==> src/sv/superfast_hash_32_macros.svh <==
// ----------------------------------------------------------------------------
// superfast_hash_32 assertion macros
// Shared concurrent assertion forms, clocked on clk and disabled in reset.
// ----------------------------------------------------------------------------
`ifndef SUPERFAST_HASH_32_MACROS_SVH
`define SUPERFAST_HASH_32_MACROS_SVH

// condition must hold at every edge outside reset
`define SFH_ASSERT_ALWAYS(lbl, cond, msg) \
	lbl: assert property (@(posedge clk) disable iff (!arst_n) (cond)) else $error(msg);

// consequent must hold in the cycle after the antecedent
`define SFH_ASSERT_NEXT(lbl, ante, cons, msg) \
	lbl: assert property (@(posedge clk) disable iff (!arst_n) (ante) |=> (cons)) \
		else $error(msg);

`endif

==> src/sv/sfh_pkg.sv <==
// ----------------------------------------------------------------------------
// sfh_pkg
// Types, sizes and hash arithmetic shared by the hash front and back ends.
// ----------------------------------------------------------------------------
package sfh_pkg;

	localparam int MID_DEPTH = 4;
	localparam int MID_AW    = $clog2(MID_DEPTH);
	localparam int MID_CW    = $clog2(MID_DEPTH + 1);
	localparam int OUT_DEPTH = 8;
	localparam int OUT_AW    = $clog2(OUT_DEPTH);
	localparam int OUT_CW    = $clog2(OUT_DEPTH + 1);

	typedef enum logic [1:0] {
		KIND_BYTE  = 2'd0,
		KIND_START = 2'd1,
		KIND_ZERO  = 2'd2
	} kind_t;

	typedef struct packed {
		kind_t       kind;
		logic [7:0]  data;
		logic [15:0] len;
		logic        last;
	} mid_entry_t;

	typedef struct packed {
		logic        valid;
		logic        zero;
		logic [31:0] hash;
		logic [23:0] held;
		logic [1:0]  cnt;
	} fin_req_t;

	function automatic logic [31:0] sext8(input logic [7:0] b);
		return {{24{b[7]}}, b};
	endfunction

	// one mixing round over a full group of four bytes
	function automatic logic [31:0] mix_group(input logic [31:0] h, input logic [23:0] held,
			input logic [7:0] b);
		logic [31:0] lo;
		logic [31:0] hi;
		logic [31:0] h1;
		logic [31:0] t;
		logic [31:0] h2;
		lo = {16'b0, held[15:0]};
		hi = {16'b0, b, held[23:16]};
		h1 = h + lo;
		t  = (hi << 11) ^ h1;
		h2 = (h1 << 16) ^ t;
		return h2 + (h2 >> 11);
	endfunction

	// leftover bytes of an unfinished group
	function automatic logic [31:0] tail_rule(input logic [31:0] h, input logic [23:0] held,
			input logic [1:0] cnt);
		logic [31:0] a;
		a = h;
		case (cnt)
			2'd3: begin
				a = a + {16'b0, held[15:0]};
				a = a ^ (a << 16);
				a = a ^ (sext8(held[23:16]) << 18);
				a = a + (a >> 11);
			end
			2'd2: begin
				a = a + {16'b0, held[15:0]};
				a = a ^ (a << 11);
				a = a + (a >> 17);
			end
			2'd1: begin
				a = a + sext8(held[7:0]);
				a = a ^ (a << 10);
				a = a + (a >> 1);
			end
			default: begin
				a = h;
			end
		endcase
		return a;
	endfunction

	function automatic logic [31:0] aval_a(input logic [31:0] h);
		logic [31:0] a;
		a = h ^ (h << 3);
		a = a + (a >> 5);
		a = a ^ (a << 4);
		return a;
	endfunction

	function automatic logic [31:0] aval_b(input logic [31:0] h);
		logic [31:0] a;
		a = h + (h >> 17);
		a = a ^ (a << 25);
		a = a + (a >> 6);
		return a;
	endfunction

endpackage

==> src/sv/superfast_hash_32.sv <==
// Path: a message's final byte (or a zero-length start item) passes the item queue, group
// mixing, tail rule and two avalanche stages, then waits in the result queue to be popped.
// Throughput: one item per cycle while full is low; one byte per cycle through the group mixing
// register unless a final byte finds all result slots reserved. Results wait in an 8-entry queue;
// input stalls only when the 4-entry item queue is full, which needs all result slots reserved.
// Reset (arst_n low, asynchronous) empties both queues, drops any message in progress.
// ----------------------------------------------------------------------------
// superfast_hash_32
// 32-bit SuperFastHash over a byte stream, one byte per item.
// ----------------------------------------------------------------------------
module superfast_hash_32 import sfh_pkg::*; (
	input  logic        clk,
	input  logic        arst_n,
	input  logic        push,
	output logic        full,
	input  logic [7:0]  data_byte,
	input  logic        start_req,
	input  logic [15:0] message_length,
	output logic        empty,
	input  logic        pop,
	output logic [31:0] hash_value
);

	logic       mid_push;
	mid_entry_t mid_in;
	mid_entry_t mid_out;
	logic       mid_pop;
	logic       mid_empty;
	logic       can_issue;
	fin_req_t   req;

	sfh_front u_front (
		.clk            (clk),
		.arst_n         (arst_n),
		.push           (push),
		.full           (full),
		.data_byte      (data_byte),
		.start_req      (start_req),
		.message_length (message_length),
		.mid_push       (mid_push),
		.mid_entry      (mid_in)
	);

	sfh_mid_q u_mid_q (
		.clk     (clk),
		.arst_n  (arst_n),
		.wr_en   (mid_push),
		.wr_data (mid_in),
		.rd_en   (mid_pop),
		.rd_data (mid_out),
		.full    (full),
		.empty   (mid_empty)
	);

	sfh_back u_back (
		.clk       (clk),
		.arst_n    (arst_n),
		.mid_empty (mid_empty),
		.entry     (mid_out),
		.mid_pop   (mid_pop),
		.can_issue (can_issue),
		.req       (req)
	);

	sfh_finish u_finish (
		.clk        (clk),
		.arst_n     (arst_n),
		.req        (req),
		.can_issue  (can_issue),
		.pop        (pop),
		.empty      (empty),
		.hash_value (hash_value)
	);

endmodule

==> src/sv/sfh_front.sv <==
// ----------------------------------------------------------------------------
// sfh_front
// Takes input items, tracks bytes still expected and tags each kept item.
// ----------------------------------------------------------------------------
module sfh_front import sfh_pkg::*; (
	input  logic        clk,
	input  logic        arst_n,
	input  logic        push,
	input  logic        full,
	input  logic [7:0]  data_byte,
	input  logic        start_req,
	input  logic [15:0] message_length,
	output logic        mid_push,
	output mid_entry_t  mid_entry
);

	logic [15:0] bytes_left_q;
	logic        accept;

	assign accept = push & ~full;

	always_comb begin
		mid_entry.data = data_byte;
		mid_entry.len  = message_length;
		if (start_req) begin
			mid_entry.kind = (message_length == 16'd0) ? KIND_ZERO : KIND_START;
			mid_entry.last = (message_length == 16'd1);
			mid_push       = accept;
		end else begin
			mid_entry.kind = KIND_BYTE;
			mid_entry.last = (bytes_left_q == 16'd1);
			// a byte with no message open is dropped
			mid_push       = accept & (bytes_left_q != 16'd0);
		end
	end

	always_ff @(posedge clk or negedge arst_n) begin
		if (!arst_n) begin
			bytes_left_q <= 16'd0;
		end else if (accept) begin
			if (start_req) begin
				bytes_left_q <= (message_length == 16'd0) ? 16'd0 : message_length - 16'd1;
			end else if (bytes_left_q != 16'd0) begin
				bytes_left_q <= bytes_left_q - 16'd1;
			end
		end
	end

endmodule

==> src/sv/sfh_mid_q.sv <==
// ----------------------------------------------------------------------------
// sfh_mid_q
// Short queue of tagged items between the front and the back end.
// ----------------------------------------------------------------------------
module sfh_mid_q import sfh_pkg::*; (
	input  logic       clk,
	input  logic       arst_n,
	input  logic       wr_en,
	input  mid_entry_t wr_data,
	input  logic       rd_en,
	output mid_entry_t rd_data,
	output logic       full,
	output logic       empty
);

	mid_entry_t              mem_q [MID_DEPTH];
	logic [MID_AW-1:0]       wr_ptr_q;
	logic [MID_AW-1:0]       rd_ptr_q;
	logic [MID_CW-1:0]       cnt_q;

	assign full    = (cnt_q == MID_CW'(MID_DEPTH));
	assign empty   = (cnt_q == '0);
	assign rd_data = mem_q[rd_ptr_q];

	always_ff @(posedge clk) begin
		if (wr_en) begin
			mem_q[wr_ptr_q] <= wr_data;
		end
	end

	always_ff @(posedge clk or negedge arst_n) begin
		if (!arst_n) begin
			wr_ptr_q <= '0;
			rd_ptr_q <= '0;
			cnt_q    <= '0;
		end else begin
			if (wr_en) begin
				wr_ptr_q <= wr_ptr_q + MID_AW'(1);
			end
			if (rd_en) begin
				rd_ptr_q <= rd_ptr_q + MID_AW'(1);
			end
			case ({wr_en, rd_en})
				2'b10:   cnt_q <= cnt_q + MID_CW'(1);
				2'b01:   cnt_q <= cnt_q - MID_CW'(1);
				default: cnt_q <= cnt_q;
			endcase
		end
	end

endmodule

==> src/sv/sfh_back.sv <==
// ----------------------------------------------------------------------------
// sfh_back
// Running hash state: packs bytes into groups and mixes each full group.
// ----------------------------------------------------------------------------
`include "superfast_hash_32_macros.svh"

module sfh_back import sfh_pkg::*; (
	input  logic       clk,
	input  logic       arst_n,
	input  logic       mid_empty,
	input  mid_entry_t entry,
	output logic       mid_pop,
	input  logic       can_issue,
	output fin_req_t   req
);

	logic [31:0] h_q;
	logic [23:0] held_q;
	logic [1:0]  pos_q;

	logic [31:0] base_h;
	logic [23:0] base_held;
	logic [1:0]  base_pos;
	logic [31:0] nh;
	logic [23:0] nheld;
	logic [1:0]  npos;
	logic        produces;

	always_comb begin
		case (entry.kind)
			KIND_START: begin
				base_h    = {16'b0, entry.len};
				base_held = '0;
				base_pos  = '0;
			end
			KIND_BYTE: begin
				base_h    = h_q;
				base_held = held_q;
				base_pos  = pos_q;
			end
			default: begin
				base_h    = '0;
				base_held = '0;
				base_pos  = '0;
			end
		endcase

		nh    = base_h;
		nheld = base_held;
		npos  = base_pos + 2'd1;
		case (base_pos)
			2'd0: nheld = {base_held[23:8], entry.data};
			2'd1: nheld = {base_held[23:16], entry.data, base_held[7:0]};
			2'd2: nheld = {entry.data, base_held[15:0]};
			default: begin
				// fourth byte closes the group
				nh    = mix_group(base_h, base_held, entry.data);
				nheld = '0;
				npos  = '0;
			end
		endcase

		produces = (entry.kind == KIND_ZERO) | entry.last;
		mid_pop  = ~mid_empty & (~produces | can_issue);

		req.valid = mid_pop & produces;
		req.zero  = (entry.kind == KIND_ZERO);
		req.hash  = nh;
		req.held  = nheld;
		req.cnt   = npos;
	end

	always_ff @(posedge clk or negedge arst_n) begin
		if (!arst_n) begin
			h_q    <= '0;
			held_q <= '0;
			pos_q  <= '0;
		end else if (mid_pop) begin
			h_q <= nh;
			if (produces) begin
				held_q <= '0;
				pos_q  <= '0;
			end else begin
				held_q <= nheld;
				pos_q  <= npos;
			end
		end
	end

	`SFH_ASSERT_NEXT(a_group_cleared, mid_pop && produces, pos_q == '0 && held_q == '0, "group open")

endmodule

==> src/sv/sfh_finish.sv <==
// ----------------------------------------------------------------------------
// sfh_finish
// Tail rule and avalanche pipeline feeding the result queue.
// ----------------------------------------------------------------------------
`include "superfast_hash_32_macros.svh"

module sfh_finish import sfh_pkg::*; (
	input  logic        clk,
	input  logic        arst_n,
	input  fin_req_t    req,
	output logic        can_issue,
	input  logic        pop,
	output logic        empty,
	output logic [31:0] hash_value
);

	logic              v_s1;
	logic              zero_s1;
	logic [31:0]       h_s1;
	logic [23:0]       held_s1;
	logic [1:0]        cnt_s1;
	logic              v_s2;
	logic [31:0]       h_s2;
	logic              v_s3;
	logic [31:0]       h_s3;

	logic [31:0]       mem_q [OUT_DEPTH];
	logic [OUT_AW-1:0] wr_ptr_q;
	logic [OUT_AW-1:0] rd_ptr_q;
	logic [OUT_CW-1:0] cnt_q;
	// slots taken by items in flight plus items queued
	logic [OUT_CW-1:0] resv_q;
	logic              pop_ok;

	assign empty      = (cnt_q == '0);
	assign hash_value = mem_q[rd_ptr_q];
	assign pop_ok     = pop & ~empty;
	assign can_issue  = (resv_q < OUT_CW'(OUT_DEPTH));

	always_ff @(posedge clk) begin
		zero_s1 <= req.zero;
		h_s1    <= req.hash;
		held_s1 <= req.held;
		cnt_s1  <= req.cnt;
		h_s2    <= zero_s1 ? 32'd0 : tail_rule(h_s1, held_s1, cnt_s1);
		h_s3    <= aval_a(h_s2);
		if (v_s3) begin
			mem_q[wr_ptr_q] <= aval_b(h_s3);
		end
	end

	always_ff @(posedge clk or negedge arst_n) begin
		if (!arst_n) begin
			v_s1     <= 1'b0;
			v_s2     <= 1'b0;
			v_s3     <= 1'b0;
			wr_ptr_q <= '0;
			rd_ptr_q <= '0;
			cnt_q    <= '0;
			resv_q   <= '0;
		end else begin
			v_s1 <= req.valid;
			v_s2 <= v_s1;
			v_s3 <= v_s2;
			if (v_s3) begin
				wr_ptr_q <= wr_ptr_q + OUT_AW'(1);
			end
			if (pop_ok) begin
				rd_ptr_q <= rd_ptr_q + OUT_AW'(1);
			end
			case ({v_s3, pop_ok})
				2'b10:   cnt_q <= cnt_q + OUT_CW'(1);
				2'b01:   cnt_q <= cnt_q - OUT_CW'(1);
				default: cnt_q <= cnt_q;
			endcase
			case ({req.valid, pop_ok})
				2'b10:   resv_q <= resv_q + OUT_CW'(1);
				2'b01:   resv_q <= resv_q - OUT_CW'(1);
				default: resv_q <= resv_q;
			endcase
		end
	end

	`SFH_ASSERT_ALWAYS(a_resv_bound, resv_q <= OUT_CW'(OUT_DEPTH), "result slots overcommitted")
	`SFH_ASSERT_ALWAYS(a_queued_le_resv, cnt_q <= resv_q, "queued results exceed reserved slots")
	`SFH_ASSERT_ALWAYS(a_no_overflow, !v_s3 || cnt_q < OUT_CW'(OUT_DEPTH) || pop_ok, "result queue overflow")

endmodule

==> config.mk <==
export PLATFORM = sky130hd
export DESIGN_NAME = superfast_hash_32
export DESIGN_NICKNAME = d
export VERILOG_FILES = /design/src/sv/sfh_pkg.sv /design/src/sv/superfast_hash_32.sv /design/src/sv/sfh_front.sv /design/src/sv/sfh_mid_q.sv /design/src/sv/sfh_back.sv /design/src/sv/sfh_finish.sv
export VERILOG_INCLUDE_DIRS = /design/src /design/src/sv
export SDC_FILE = /design/constraint.sdc
export NUM_CORES = 1
export LEC_CHECK = 0
export BUFFER_PORTS_ARGS = -buffer_cell sky130_fd_sc_hd__buf_2
export CORE_MARGIN = 2
export CORE_UTILIZATION = 51
export DETAILED_ROUTE_END_ITERATION = 16
export HOLD_SLACK_MARGIN = 0.12
export PLACE_DENSITY = 0.78
export SETUP_SLACK_MARGIN = 0.15
export SKIP_CTS_REPAIR_TIMING = 1
export SLEW_MARGIN = 20
export SYNTH_ARGS = -nofsm -noshare
export SYNTH_HDL_FRONTEND = slang
export SYNTH_SLANG_ARGS = --single-unit
export TNS_END_PERCENT = 20
==> constraint.sdc <==
create_clock -name clk -period 9.4 [get_ports clk]
set_input_delay 1.41 -clock clk [delete_from_list [all_inputs] [get_ports clk]]
set_output_delay 1.41 -clock clk [all_outputs]
set_load 0.1 [all_outputs]
Yosys cells after proc, flatten, opt, wreduce, memory -nomap -nowiden
Memory sizes are Yosys's and may differ from the RTL's.
Cells that the tools add are included.
{"block": "word_totals", "register_bits": 221, "mem_bits_rw": 364, "word_cells": 117, "memories": 2}
{"block": "op_classes", "n_addsub": 23, "order_cmp": 1, "n_eq_ne": 16, "n_mux": 23, "bitwise": 20, "n_reduce_logical": 12}
{"name": "u_finish.mem_q", "depth": 8, "width": 32, "read_ports": 1, "rd_clocked_by_memory_dff": 0, "wr": 1, "line": "sfh_finish.sv:27", "source": "logic [31:0] mem_q [OUT_DEPTH];"}
{"name": "u_mid_q.mem_q", "depth": 4, "width": 27, "read_ports": 1, "rd_clocked_by_memory_dff": 0, "wr": 1, "line": "sfh_mid_q.sv:16", "source": "mid_entry_t mem_q [MID_DEPTH];"}
{"op": "32-bit bitwise XOR", "n": 8}
{"op": "32-bit one-hot mux with 3 select lines", "n": 1}
{"op": "24-bit one-hot mux with 3 select lines", "n": 1}
{"op": "32-bit by 15-bit adder with 32-bit output", "n": 2}
{"op": "32-bit by 16-bit adder with 32-bit output", "n": 2}
{"op": "32-bit by 21-bit adder with 32-bit output", "n": 2}
{"op": "32-bit one-hot mux with 2 select lines", "n": 1}
{"op": "16-bit 2-to-1 mux", "n": 3}
{"op": "24-bit 2-to-1 mux", "n": 2}
{"op": "32-bit by 26-bit adder with 32-bit output", "n": 1}
{"op": "32-bit by 27-bit adder with 32-bit output", "n": 1}
{"op": "32-bit by 31-bit adder with 32-bit output", "n": 1}
{"op": "32-bit adder", "n": 1}
{"op": "16-bit by 1-bit equality test with 1-bit output, second input constant", "n": 2}
{"op": "32-bit 2-to-1 mux", "n": 1}
{"op": "16-bit by 1-bit subtractor with 16-bit output, second input constant", "n": 2}
{"op": "27-bit by 32-bit bitwise XOR with 32-bit output", "n": 1}
{"op": "16-bit logical NOT", "n": 1}
{"op": "4-bit one-hot mux with 2 select lines", "n": 2}
{"op": "16-bit nonzero test", "n": 1}
{"op": "2-bit equality test, second input constant", "n": 7}
{"op": "2-bit by 1-bit equality test with 1-bit output, second input constant", "n": 6}
{"op": "2-bit 2-to-1 mux", "n": 5}
{"op": "3-bit by 1-bit adder with 3-bit output, second input constant", "n": 3}
{"op": "17 further kinds", "n": 38}

Logic depth before layout (Yosys ltp)
An unclocked memory read counts as a cell.
{"block": "logic_depth", "depth_word": 9, "mapped_depth": 35, "ltp_nobuf": 31}

By module
Synthesis repeated with hierarchy kept, for this count alone.
{"block": "unflattened", "hier_cells": 3332, "hier_area_um2": 37249.5}
{"module": "sfh_finish", "n_inst": 1, "cells_per_inst": 2208, "area_per_inst_um2": 25042.8, "seq_area_each_um2": 10575.1}
{"module": "sfh_back", "n_inst": 1, "cells_per_inst": 737, "area_per_inst_um2": 6242.2, "seq_area_each_um2": 1451.4}
{"module": "sfh_mid_q", "n_inst": 1, "cells_per_inst": 178, "area_per_inst_um2": 4302.9, "seq_area_each_um2": 3418.3}
{"module": "sfh_front", "n_inst": 1, "cells_per_inst": 209, "area_per_inst_um2": 1661.6, "seq_area_each_um2": 400.4}

Least setup slack after synthesis
No wires, ideal clock.
{"block": "synth_timing", "path_kind": "register to register", "from": "register u_mid_q.rd_ptr_q[0]", "to": "register u_back.h_q[22]", "setup_time_ps": 125, "arrival_time_ps": 6573, "path_slack_ps": 2702, "path_stages_with_launch": 32, "n_path_buf": 3, "synth_period_minus_slack_ps": 6698, "cell_sequence": "dfrtp_1 buf_6 mux4_2 buf_2 buf_1 mux2i_1 nor2_1 ha_1 inv_1 fa_1 nor2b_1 o31a_1 o41a_1 o311a_4 nor2_2 xnor3_1 nor4bb_1 a311o_1 clkinv_2 ha_1 a21o_1 a21o_1 a21o_1 a21o_1 a21oi_1 o21ai_0 o21a_1 o21a_2 xor2_1 nand2_1 o21ai_1 mux2_2"}
{"element": "start, declared", "line": "sfh_mid_q.sv:18", "source": "logic [MID_AW-1:0] rd_ptr_q;"}
{"element": "start signal, assigned", "line": "sfh_mid_q.sv:41", "source": "rd_ptr_q <= rd_ptr_q + MID_AW'(1);"}
{"element": "end signal, assigned", "line": "sfh_back.sv:79", "source": "h_q <= nh;"}
{"element": "end, declared", "line": "sfh_back.sv:17", "source": "logic [31:0] h_q;"}

==> impl_results.md <==
* Status: completed
* Origin of the critical flop-to-flop path: u_mid_q.rd_ptr_q[0]$_DFFE_PN0P_
* Root Driver: clkbuf_16
* Antenna Nets Post-Route at 0
* Io pins at 63
* Post-synthesis cell count at 3273
* R2r worst-path depth at 29
* Synth Flop Type: edfxtp_1
* Max-slew violation count at 0
* Distinct cells, synth at 101
* Worst Setup SP: u_mid_q.rd_ptr_q[0]$_DFFE_PN0P_
* Max-cap viol count at 0
* Share of the synthesized area in the top cell type at 30.2%
* H-tree level count at 2
* Largest fanout on the critical path at 47
* Vias in the first global route at 25900
* Tmin final at between 8 and 9 ns
* Hold Crit Depth at 0
* Worst Hold Launch: u_finish.v_s1$_DFF_PN0_
* Met3 Resource Use GR at 3.28%
* Critical Path RT at 9.91 ns
* Setup TNS at 0 ns
* R2R Path End: u_back.h_q[22]$_DFFE_PN0P_
* WL final at around 95000 µm
* Syn Nets at 3547
* Total track usage at 25.8%
* Initial antenna violation count at 3
* Clock transition at path regs at 0.06 ns
* M2 GR Usage at 43.9%
* GRT Residual Overflow at 0
* Top cells by area, synth: edfxtp_1 (30%), ha_1 (8.0%), dfxtp_1 (6.8%)
* Layout cells sized above 1 at 12.8%
* P&R area growth vs syn at 9.27%
* Die height at 271 µm
* Gr busiest metal: met2
* Worst Hold Path EP: u_finish.v_s2$_DFF_PN0_
* Core area at about 70000 µm²
* Arr. time, crit path at 8.74 ns
* Final hold violation count at 0
* Reg-to-reg slack, setup at approximately 1.2 ns
* Initial Utilization at 51.7%
* Leading area contributor after synthesis: edfxtp_1
* Dpl hpwl at 68700 µm
* Mapped cell area at 36200 µm²
* Global routing usage on met1 at 33.5%
* RSZ-0062 raised after global routing: no
* Maximum clock rate at ~0.12 GHz
* Initial drt markers at approximately 2600
* CTS Buf Count at 59
* EDFF count, synth at 364
* Worst Setup Start Kind: flip-flop
* Clock tree buffer depth at 3
* Final setup violation count at 0
* Gpl congestion at 0.992
* Fraction of registers with async set/reset at 16.8%
* Nets at approximately 3600
* Slowest CP cell: mux4_2
* Seq cells post-synth at 585
* Worst setup EP type: flip-flop
* Syn_area_per_cell at 11.1 µm²
* Max_slew headroom at 29.3%
* First-pass GRT wire length at 149000 µm
* Worst slew pin tran at 1.05 ns
* Die area at 73200 µm²
* I/O Buffers at 62
* # DRC at 0
* Critical path's largest stage delay at roughly 0.9 ns
* Routed vias at about 27000
* Clk_lat worst skew at ~0.64 ns
* DR vias/cell at 6.15
* Post-DR wirelength/cell at 22.1 µm
* Die Wd at 271 µm
* Post-route clock skew at 0.0305 ns
* Ys Warns at 0
* Hold/Removal Path Class: reg -> reg
* Fin crit share at 87.6%
* Crit Path Class: reg -> reg
* Clk sink count at 585
* First drt pass iteration count at 8
* Pin count of the biggest net entering global routing at 74
* Row count at 97
* CTS tree: done
* Sequential fraction of the synthesis area at 43.7%
==> kinds of logic after synthesis <==
kind of cell,synth area share [%]
AND/OR/NAND/NOR,11.4
AO/OA/AOI/OAI,13.1
flip-flops,43.7
XOR/XNOR,11.5
adder cells (fa/ha/maj),8.70
buffers and inverters,2.11
multiplexers,9.52
==> worst max-delay path by stage <==
| stage | to | slack, ns | cells after the start |
|---|---|---|---|
| after floorplan | u_back.h_q[22]$_DFFE_PN0P_ | 2.70 | 31 |
| after global placement | u_back.h_q[22]$_DFFE_PN0P_ | 1.58 | 29 |
| after detailed placement | u_back.h_q[22]$_DFFE_PN0P_ | 1.39 | 29 |
| after CTS | u_back.h_q[22]$_DFFE_PN0P_ | 1.31 | 29 |
| after global routing | u_back.h_q[22]$_DFFE_PN0P_ | 0.72 | 29 |
| final | u_back.h_q[22]$_DFFE_PN0P_ | 1.17 | 29 |
==> synth_stat cells (9+ instances only) <==
library cell,instances
nor2_1,216
edfxtp_1,364
o21ai_1,10
inv_1,96
and3_1,39
or3_1,18
buf_1,17
a31oi_1,27
and2_1,44
mux4_2,102
mux2_2,68
dfxtp_1,123
xnor2_1,264
xor2_1,170
a22oi_1,31
o211ai_1,13
clkbuf_1,68
or2_2,13
nor2b_1,26
a211oi_1,28
a31o_2,9
o21bai_1,21
a21boi_0,9
a21oi_1,197
nand4_1,24
fa_1,12
o21a_1,37
buf_2,13
nand2b_1,40
nor4_1,19
o21ai_0,188
dfrtp_1,98
nor3_1,53
ha_1,233
mux2i_1,36
nand2_1,250
nand3_1,64
a21o_1,75
==> routing by layer <==
layer / share of wire (%) / wire length [µm]
met5: 0 / 0
met4: 4.0 / 3800
met3: 6.4 / 6110
met2: 49 / 46700
met1: 41 / 38700
==> state kept, by name, summed over array words and instances, names as in the netlist <==
register              flops
u_back.held_q            24
u_finish.cnt_q            4
u_finish.h_s1            32
u_finish.v_s1             1
u_finish.v_s2             1
u_mid_q.rd_ptr_q          2
u_back.pos_q              2
u_finish.rd_ptr_q         3
u_finish.h_s3            32
u_finish.v_s3             1
u_mid_q.cnt_q             3
u_finish.h_s2            32
u_finish.held_s1         24
u_finish.zero_s1          1
u_mid_q.wr_ptr_q          2
u_front.bytes_left_q     16
u_finish.resv_q           4
u_finish.cnt_s1           2
u_back.h_q               32
u_finish.wr_ptr_q         3
u_finish.mem_q          256
u_mid_q.mem_q           108
==> layout by cell type, fill, tap and decap left out, drive strengths merged, types with 13 or more instances in the layout <==
master  instances
buf            92
o21bai         22
o21a           38
nand4          25
dfxtp         123
xor2          170
xnor2         269
a22oi          31
clkbuf         66
a211oi         31
nand2         251
inv           101
nor3           54
and2           45
o211ai         13
edfxtp        364
or2            14
or3            18
mux4          103
mux2i          36
nand2b         40
o21ai         199
a21o           75
dfrtp          98
nor4           22
a31oi          27
mux2           68
ha            233
nor2          218
nor2b          26
a21oi         200
nand3          64
and3           40
clkinv         26
==> cell type report <==
cell class | count | area (µm²)
antenna | 4 | 10.0
tap | 940 | 1180
multi-input combinational | 2491 | 19700
clock inverter | 43 | 433
fill | 5815 | 30500
sequential | 585 | 15900
timing repair buffer | 92 | 538
clock buffer | 66 | 1520
inverter | 98 | 369
==> worst max-delay path: cells and delay by family (launching register included) <==
family,cells,cell delay [ns]
DFF,1,0.50
AOI/OAI and AO/OA,11,2.57
and+or+nand+nor,8,1.48
muxes,2,1.17
adders and majority gates,2,0.72
buffers and inverters,3,1.00
xor gates and xnor gates,3,0.64
==> per-stage QoR <==
stage / worst slack (ns) / cells / hold slack, ns / util [%] / instance area, µm²
2_1_floorplan: 2.70 / 3273 / 0.331 / - / 36200
3_5_place_dp: 1.39 / 4206 / 0.339 / 53.7 / 37600
6_report: 1.17 / 4319 / 0.361 / 56.5 / 39600
3_3_place_gp: 1.58 / 4206 / 0.335 / 53.7 / 37600
5_1_grt: 0.725 / 4318 / 0.364 / 56.5 / 39600
4_1_cts: 1.31 / 4315 / 0.363 / 56.4 / 39600
Power is not shown: default switching activity piles up to over one toggle a cycle in this logic, so the estimate is an artifact.
